$ cat src/hdl/mh3_pkg.sv
// Package for the MurmurHash3 x86_32 block: constants, sequencer states and helpers.
package mh3_pkg;

  localparam int unsigned WORD_W = 32;
  localparam int unsigned NB_W   = 3;

  localparam logic [WORD_W-1:0] SCR_MUL_A  = 32'hcc9e2d51;
  localparam logic [WORD_W-1:0] SCR_MUL_B  = 32'h1b873593;
  localparam logic [WORD_W-1:0] MIX_ADD    = 32'he6546b64;
  localparam logic [WORD_W-1:0] FIN_MUL_A  = 32'h85ebca6b;
  localparam logic [WORD_W-1:0] FIN_MUL_B  = 32'hc2b2ae35;
  localparam logic [WORD_W-1:0] SEED_RESET = 32'd17;

  localparam logic [NB_W-1:0] NB_FULL = 3'd4;
  localparam logic [NB_W-1:0] NB_NONE = 3'd0;

  typedef enum logic [2:0] {
    S_IDLE,
    S_SCR2,
    S_MIX,
    S_FIN1,
    S_FIN2,
    S_FIN3
  } state_t;

  function automatic logic [WORD_W-1:0] rotl15(input logic [WORD_W-1:0] x);
    rotl15 = {x[WORD_W-16:0], x[WORD_W-1:WORD_W-15]};
  endfunction

  function automatic logic [WORD_W-1:0] rotl13(input logic [WORD_W-1:0] x);
    rotl13 = {x[WORD_W-14:0], x[WORD_W-1:WORD_W-13]};
  endfunction

  // Keep the low nb bytes of a word, nb already clamped to 0..4.
  function automatic logic [WORD_W-1:0] byte_mask(input logic [NB_W-1:0] nb);
    case (nb)
      3'd0:    byte_mask = 32'h0000_0000;
      3'd1:    byte_mask = 32'h0000_00ff;
      3'd2:    byte_mask = 32'h0000_ffff;
      3'd3:    byte_mask = 32'h00ff_ffff;
      default: byte_mask = 32'hffff_ffff;
    endcase
  endfunction

endpackage

$ cat src/hdl/mh3_mul.sv
// Shared 32x32 multiplier keeping the low product word in a register.
module mh3_mul (
  input  logic                        clk,
  input  logic                        en,
  input  logic [mh3_pkg::WORD_W-1:0]  a,
  input  logic [mh3_pkg::WORD_W-1:0]  b,
  output logic [mh3_pkg::WORD_W-1:0]  p
);

  logic [mh3_pkg::WORD_W-1:0] p_r;
  logic [mh3_pkg::WORD_W-1:0] p_nxt;

  assign p_nxt = a * b;  // low word only, modulo 2^32

  always_ff @(posedge clk) begin
    if (en) begin
      p_r <= p_nxt;
    end
  end

  assign p = p_r;

endmodule

$ cat src/hdl/murmur3_32_hash_top.sv
// MurmurHash3 x86_32 streaming hasher: sequencer around one shared multiplier.
// A full non-last word is accepted with its first multiply, then takes the second
//   multiply and the mix before the next accept: the two dependent multiplies go
//   through the single shared multiplier. A last item runs S_SCR2 (skipped when
//   empty), S_MIX, S_FIN1, S_FIN2, then S_FIN3 until the output register is free.
// Reset (rst_n low, synchronous): seed returns to 17, message state clears, no result.
module murmur3_32_hash_top (
  input  logic        clk,
  input  logic        rst_n,
  // configuration: seed register
  input  logic        cfg_we,
  input  logic [31:0] cfg_wdata,
  // input stream
  input  logic        in_tvalid,
  output logic        in_tready,
  input  logic [39:0] in_tdata,   // [31:0] data_word, [34:32] bytes_valid, [39:35] zero
  input  logic        in_tlast,   // is_last
  // result stream
  output logic        out_tvalid,
  input  logic        out_tready,
  output logic [31:0] out_tdata,  // [31:0] hash_value
  output logic        out_tuser   // [0] framing_error
);

  mh3_pkg::state_t state_r, state_nxt;

  logic [31:0] seed_r;
  logic [31:0] hash_r, hash_nxt;
  logic [31:0] cnt_r, cnt_nxt;
  logic        mid_r, mid_nxt;
  logic        err_r, err_nxt;
  logic [2:0]  nb_r, nb_nxt;
  logic        last_r, last_nxt;

  logic [31:0] out_hash_r, out_hash_nxt;
  logic        out_err_r, out_err_nxt;
  logic        out_valid_r, out_valid_nxt;

  logic        accept;
  logic [2:0]  in_nb;
  logic [31:0] in_word;
  logic        out_free;

  logic        mul_en;
  logic [31:0] mul_a, mul_b, prod;

  logic [31:0] mix_x, mixed, tail, cnt_sum, fin_a;

  mh3_mul u_mul (
    .clk (clk),
    .en  (mul_en),
    .a   (mul_a),
    .b   (mul_b),
    .p   (prod)
  );

  // Clamp byte count: 5..7 behave as a full word; drop bytes above the count.
  assign in_nb   = in_tdata[34] ? mh3_pkg::NB_FULL : in_tdata[34:32];
  assign in_word = in_tdata[31:0] & mh3_pkg::byte_mask(in_nb);

  assign in_tready = (state_r == mh3_pkg::S_IDLE);
  assign accept    = in_tvalid && in_tready;
  assign out_free  = !out_valid_r || out_tready;

  // Body mix: rotate, times 5 as shift-add, add constant.
  assign mix_x   = mh3_pkg::rotl13(hash_r ^ prod);
  assign mixed   = (mix_x << 2) + mix_x + mh3_pkg::MIX_ADD;
  assign tail    = (nb_r != mh3_pkg::NB_NONE) ? (hash_r ^ prod) : hash_r;
  assign cnt_sum = cnt_r + {29'd0, nb_r};
  assign fin_a   = hash_r ^ (hash_r >> 16);

  always_comb begin
    state_nxt     = state_r;
    hash_nxt      = hash_r;
    cnt_nxt       = cnt_r;
    mid_nxt       = mid_r;
    err_nxt       = err_r;
    nb_nxt        = nb_r;
    last_nxt      = last_r;
    out_hash_nxt  = out_hash_r;
    out_err_nxt   = out_err_r;
    out_valid_nxt = out_valid_r && !out_tready;
    mul_en        = 1'b0;
    mul_a         = in_word;
    mul_b         = mh3_pkg::SCR_MUL_A;

    case (state_r)
      mh3_pkg::S_IDLE: begin
        if (accept) begin
          nb_nxt   = in_nb;
          last_nxt = in_tlast;
          // A fresh message starts from the current seed.
          hash_nxt = mid_r ? hash_r : seed_r;
          if (!in_tlast && (in_nb != mh3_pkg::NB_FULL)) begin
            // Short non-last item: flag and drop it.
            err_nxt = 1'b1;
          end else if (in_nb == mh3_pkg::NB_NONE) begin
            state_nxt = mh3_pkg::S_MIX;
          end else begin
            mul_en    = 1'b1;
            state_nxt = mh3_pkg::S_SCR2;
          end
        end
      end
      mh3_pkg::S_SCR2: begin
        mul_en    = 1'b1;
        mul_a     = mh3_pkg::rotl15(prod);
        mul_b     = mh3_pkg::SCR_MUL_B;
        state_nxt = mh3_pkg::S_MIX;
      end
      mh3_pkg::S_MIX: begin
        if (!last_r) begin
          hash_nxt  = mixed;
          cnt_nxt   = cnt_sum;
          mid_nxt   = 1'b1;
          state_nxt = mh3_pkg::S_IDLE;
        end else begin
          hash_nxt  = ((nb_r == mh3_pkg::NB_FULL) ? mixed : tail) ^ cnt_sum;
          state_nxt = mh3_pkg::S_FIN1;
        end
      end
      mh3_pkg::S_FIN1: begin
        mul_en    = 1'b1;
        mul_a     = fin_a;
        mul_b     = mh3_pkg::FIN_MUL_A;
        state_nxt = mh3_pkg::S_FIN2;
      end
      mh3_pkg::S_FIN2: begin
        mul_en    = 1'b1;
        mul_a     = prod ^ (prod >> 13);
        mul_b     = mh3_pkg::FIN_MUL_B;
        state_nxt = mh3_pkg::S_FIN3;
      end
      mh3_pkg::S_FIN3: begin
        // Hold until the output register frees up, then load and start over.
        if (out_free) begin
          out_hash_nxt  = prod ^ (prod >> 16);
          out_err_nxt   = err_r;
          out_valid_nxt = 1'b1;
          cnt_nxt       = 32'd0;
          mid_nxt       = 1'b0;
          err_nxt       = 1'b0;
          state_nxt     = mh3_pkg::S_IDLE;
        end
      end
      default: begin
        state_nxt = mh3_pkg::S_IDLE;
      end
    endcase
  end

  always_ff @(posedge clk) begin
    if (!rst_n) begin
      state_r     <= mh3_pkg::S_IDLE;
      seed_r      <= mh3_pkg::SEED_RESET;
      cnt_r       <= 32'd0;
      mid_r       <= 1'b0;
      err_r       <= 1'b0;
      out_valid_r <= 1'b0;
    end else begin
      state_r     <= state_nxt;
      cnt_r       <= cnt_nxt;
      mid_r       <= mid_nxt;
      err_r       <= err_nxt;
      out_valid_r <= out_valid_nxt;
      if (cfg_we) begin
        seed_r <= cfg_wdata;
      end
    end
  end

  // Payload registers: no reset needed.
  always_ff @(posedge clk) begin
    hash_r     <= hash_nxt;
    nb_r       <= nb_nxt;
    last_r     <= last_nxt;
    out_hash_r <= out_hash_nxt;
    out_err_r  <= out_err_nxt;
  end

  assign out_tvalid = out_valid_r;
  assign out_tdata  = out_hash_r;
  assign out_tuser  = out_err_r;

`ifndef NO_ASSERTIONS
  // A full non-last word is absorbed and marks the message as started.
  a_word_absorbed: assert property (@(posedge clk) disable iff (!rst_n)
    (accept && !in_tlast && (in_nb == mh3_pkg::NB_FULL)) |-> ##3
      (mid_r && state_r == mh3_pkg::S_IDLE))
    else $error("full word not absorbed in three cycles");

  // A short non-last item is flagged and dropped without leaving idle.
  a_short_dropped: assert property (@(posedge clk) disable iff (!rst_n)
    (accept && !in_tlast && (in_nb != mh3_pkg::NB_FULL)) |=>
      (err_r && state_r == mh3_pkg::S_IDLE))
    else $error("short item not flagged");

  // Delivering a result clears the message state.
  a_result_clears: assert property (@(posedge clk) disable iff (!rst_n)
    (state_r == mh3_pkg::S_FIN3 && out_free) |=>
      (out_valid_r && !mid_r && !err_r && cnt_r == 32'd0))
    else $error("message state not cleared at result");
`endif

endmodule

$ cat config.mk
export PLATFORM = sky130hd
export DESIGN_NAME = murmur3_32_hash_top
export DESIGN_NICKNAME = d
export VERILOG_FILES = /design/src/hdl/mh3_pkg.sv /design/src/hdl/mh3_mul.sv /design/src/hdl/murmur3_32_hash_top.sv
export SDC_FILE = /design/constraint.sdc
export NUM_CORES = 2
export LEC_CHECK = 0
export ABC_AREA = 1
export BUFFER_PORTS_ARGS = -buffer_cell sky130_fd_sc_hd__buf_2
export CAP_MARGIN = 20
export CORE_MARGIN = 5
export CORE_UTILIZATION = 40
export DETAILED_ROUTE_END_ITERATION = 8
export GPL_ROUTABILITY_DRIVEN = 0
export HOLD_SLACK_MARGIN = 0.12
export PLACE_DENSITY_LB_ADDON = 0.1
export SLEW_MARGIN = 20
export SYNTH_ARGS = -nofsm -noshare
export SYNTH_HDL_FRONTEND = slang
export SYNTH_SLANG_ARGS = --single-unit
$ cat constraint.sdc
create_clock -name clk -period 7.6 [get_ports clk]
set_clock_uncertainty 0.2 [all_clocks]
set_input_delay 1.52 -clock clk [delete_from_list [all_inputs] [get_ports clk]]
set_output_delay 1.52 -clock clk [all_outputs]
set_load 0.005 [all_outputs]
# == Word level (Yosys, flattened, before mapping) ==
# Cells that the tools add are included.
# totals
input_bits,78
wordCells,89
memories,0
rom_bits,0
out_inout_bits,35
ff_bits,171
latch_bits,0
ramBits,0
# op_classes
n_div,0
order_cmp,0
n_bitwise,6
n_shift,0
muxes,31
eq_ne,16
add_sub_neg,3
multipliers,1
n_reduce_logical,20
# ops
cell,n
$mux 32,7
$pmux 32 s3,2
$pmux 32 s2,2
$pmux 32 s4,1
$xor 32x16->32,2
$xor 32x32->32,2
$add 32x3->32,1
$add 32x32->32,1
$add 32x32->32 const B,1
$and 32x32->32,1
$mul 32x32->32,1
$xor 32x19->32,1
$pmux 3 s6,1
$eq 3x2->1 const B,4
$mux 3,4
$eq 3x3->1 const B,3
$mux 1,9
$reduce_and 3->1,3
$ne 2x2->1 const B,4
$eq 3x1->1 const B,2
$logic_not 3->1,2
$pmux 1 s2,3
$reduce_bool 2->1,3
$mux 2,2
9 further kinds,15

# == Logic depth before layout (Yosys ltp) ==
# logic_depth
depth_word,7
mapped_depth,39

# == Hierarchy ==
# Synthesis repeated with hierarchy kept, for this count alone.
# hier_totals
hier_cells,4067
area_unflattened_um2,29390.7
# by_module_without_submodules
module,area_each_um2,seq_area_each_um2,n_inst,cells_per_inst
mh3_mul,17828.3,960.9,1,2317
murmur3_32_hash_top,11562.3,3473.3,1,1750

# == Worst setup path after synthesis ==
# Ideal clock, no wire load.
# synth_timing
path_type,input to register
start,in in_tdata[32]
end,"reg u_mul.p_r, in the netlist u_mul.p[25], data pin"
setup_ns,0.265
t_arrival_ns,7.825
path_stages,27
n_path_buf,2
slack_ns,-0.690
cell_sequence,inv_1 nand2_1 clkbuf_1 nand3_1 and2_1 clkbuf_1 nor2_1 inv_1 fa_1 fa_1 inv_1 fa_1 inv_1 fa_1 fa_1 fa_1 inv_1 fa_1 fa_1 ha_1 nand4_1 nor3_1 a21oi_1 o21ai_0 nand4_1 o211ai_1 xor2_1
# synth_via
elab_chain_len,6
# synth_rtl
element,line_no,source
"start, declared",murmur3_32_hash_top.sv:16,"input logic [39:0] in_tdata,"
$mux 3 (*),murmur3_32_hash_top.sv:58,assign in_nb = in_tdata[34] ? mh3_pkg::NB_FULL : in_tdata[34:32];
$eq 3x2->1 (tied with other cells),mh3_pkg.sv:36,case (nb)
$pmux 32 s4 (*),mh3_pkg.sv:36,
$and 32x32->32 (*),murmur3_32_hash_top.sv:59,assign in_word = in_tdata[31:0] & mh3_pkg::byte_mask(in_nb);
$pmux 32 s3 (*),murmur3_32_hash_top.sv:87,case (state_r)
$mul 32x32->32 (*),mh3_mul.sv:13,assign p_nxt = a * b;
"via u_mul.p_nxt, one bit",mh3_mul.sv:11,logic [mh3_pkg::WORD_W-1:0] p_nxt;
"end signal, assigned",mh3_mul.sv:17,p_r <= p_nxt;
"end, declared",mh3_mul.sv:10,logic [mh3_pkg::WORD_W-1:0] p_r;
# Mark *: on every way through the listed nets, which the timed path passes. The rest lies on a longest branch.
# A chain may end at the register's enable or synchronous reset.

# == Final worst setup path ==
# layout_timing
start,in in_tdata[33]
end,"reg u_mul.p_r, in the netlist u_mul.p[28], data pin"
# The elaborated chain is that of the path after synthesis.

==> metrics.txt <==
status=complete, but fails checks; failing checks=setup timing; hold depth=0; # diodes=0; top-count cell post-synth=inv_1; critical path class=input port to register; Max-slew headroom=41.6%; most frequent CP cell=fa_1; FF+latch area=4430 sq um; post-synth top area share=30.3%; CTS max path bufs=2; register area share after synthesis=16.8%; initial core utilization=40.2%; CP max stage delay=590 ps; Commonest cells post-synth=inv_1 (785), nand2_1 (604), fa_1 (399); Slew Limit Fails=0; Post-synth EDFFs=101; crit path launch=in_tdata[33]; number of global-route vias before repair=25300; slew of the pin with the lowest slew margin=874 ps; CTS clk-pin slew, worst paths=80 ps; Port Buf Inserts=107; period utilization=106%; ys async rst share=0%; syn nets=3920; number of cell rows=94; cell count of the worst reg-to-reg path=29; Pre-antenna DRT Iters=5; Mapped Cells=3252; post-place setup slack=-1440 ps; setup violators final=18; CP required=7610 ps; CTS tree=built; fin area=34200 sq um; R2R Path End=u_mul.p[29]; DRC=0; ANT nets after route=0; Detailed Route WL=106 mm; Post-Syn Area=26400 sq um; Root Driver=clkbuf_16; Die Y=267 um; R2R Setup Slk=-310 ps; Core Area=65600 sq um; DP Area=32000 sq um; post-synthesis cell type count=59; Critical Path End Type=register; worst hold-check path type=register to register; wire per inst=22.3 um; Die ar.=71200 sq um; initial drt markers=1757; Vias=24100; Die W=267 um; global route overflow=0; post-route setup slack=-458 ps; Num CTS Buffers=17; crit path max fanout=7; max-cap violations=0; fillers=6244; Worst Hold End=out_tuser; initial antenna violation count=1; final hold vios=0; vias per inst=5.07; Yosys top cell by area=fa_1; RSZ-0062 raised after global routing=yes; Skew-Pair Late Insertion Delay=470 ps; crit path time final=8060 ps; CP max stage cell=fa_1; nets=4548; post-synthesis area per instance=8.11 sq um; FF-to-FF Start=state_r[2]; Main synth FF type=edfxtp_1; global-route wire length before repair=158 mm; Syn. warnings=0; DP HPWL=92.4 mm; critical path startpoint category=input port; layout overhead on the synthesized area=29.7%; H-tree Lvls=4; clk sink count=171; area of the multi-input gates=19900 sq um; share of cells above drive strength 1=27.7%; Hold Crit Start=err_r; largest net degree at the start of global routing=38; Area contributors post-synth=fa_1 (30%), edfxtp_1 (11%), inv_1 (11%), ha_1 (9.1%), nand2_1 (8.6%); Total Routing Usage GR=29.8%; maximum clock rate=124 MHz; I/O pin count=113; Seq cells post-synth=171; Arr. time, crit path=8060 ps
-- layout by cell type (no fill, tap or decap), drive strengths merged, types with 11 or more instances in the layout --
master,instances
inv,806
buf,682
nand2,625
fa,399
nor2,276
ha,191
nand3,146
a21oi,142
edfxtp,101
xor2,100
o21ai,92
dfxtp,70
xnor2,57
nor3,26
or2,22
o221ai,18
nand4,17
clkbuf,17
o21bai,15
a22oi,13
o22ai,11
-- critical path, delay by kind of cell --
kind	cells	cell delay (ps)
compound gates	1	90
xor+xnor	1	140
fa+ha+maj	9	4380
buf+inv	8	630
simple gates	11	1260
-- layout make-up --
type	count	share of cell area, %
clock buffers	17	1.24
repair buffers	683	14.9
multi-input cells	2210	58.3
inverters	797	8.90
well taps	864	3.16
clock inverters	15	0.581
flip-flops and latches	171	13.0
-- how the worst max path moves through the flow --
stage	endpoint	slack [ps]	cells past startpoint
after floorplan	u_mul.p[28]	-220	31
after global placement	u_mul.p[29]	-1410	27
after detailed placement	u_mul.p[29]	-1440	27
after CTS	u_mul.p[25]	-400	35
after global routing	u_mul.p[25]	-670	35
final	u_mul.p[28]	-460	30
-- routing by layer --
metal | GRT usage [%] | vias to the layer above | part of all wire (%)
met5 | 0 | - | 0.012
met4 | 15.4 | 2 | 6.6
met3 | 3.64 | 244 | 5.4
met2 | 50.4 | 893 | 48
met1 | 37.7 | 11800 | 40
li1 | - | 11200 | -
-- through the flow --
step	TNS, ps	cells	hold WS [ps]	util (%)
5_1_grt	-7500	4757	267	52.1
3_3_place_gp	-20090	4670	223	48.8
3_5_place_dp	-20950	4670	222	48.8
4_1_cts	-3590	4742	252	51.4
2_1_floorplan	-1420	3252	209	-
6_report	-4760	4757	245	52.1
-- logic make-up after synthesis --
| kind of cell | count (synthesis) | share of synthesized area, % |
|---|---|---|
| flops | 171 | 16.8 |
| fa+ha+maj | 590 | 39.3 |
| xor+xnor | 157 | 5.21 |
| simple gates | 1133 | 18.6 |
| compound gates | 330 | 7.30 |
| buf+inv | 871 | 12.8 |
-- registers in the layout, indices dropped and copies added (netlist names) --
name and flops:
cnt_r 32, err_r 1, hash_r 32, last_r 1, mid_r 1, nb_r 3
out_tdata 32, out_tuser 1, out_tvalid 1, seed_r 32, state_r 3, u_mul.p 32
-- what timing repair did --
action,in CTS,in global routing
hold endpoints to repair,0,0
gates cloned,1,0
resized for setup,207,95
pin swaps,164,100
hold buffers,0,0
buffers inserted,42,17
setup endpoints to repair,20,20
Power is not shown: default switching activity piles up to over one toggle a cycle in this logic, so the estimate is an artifact.
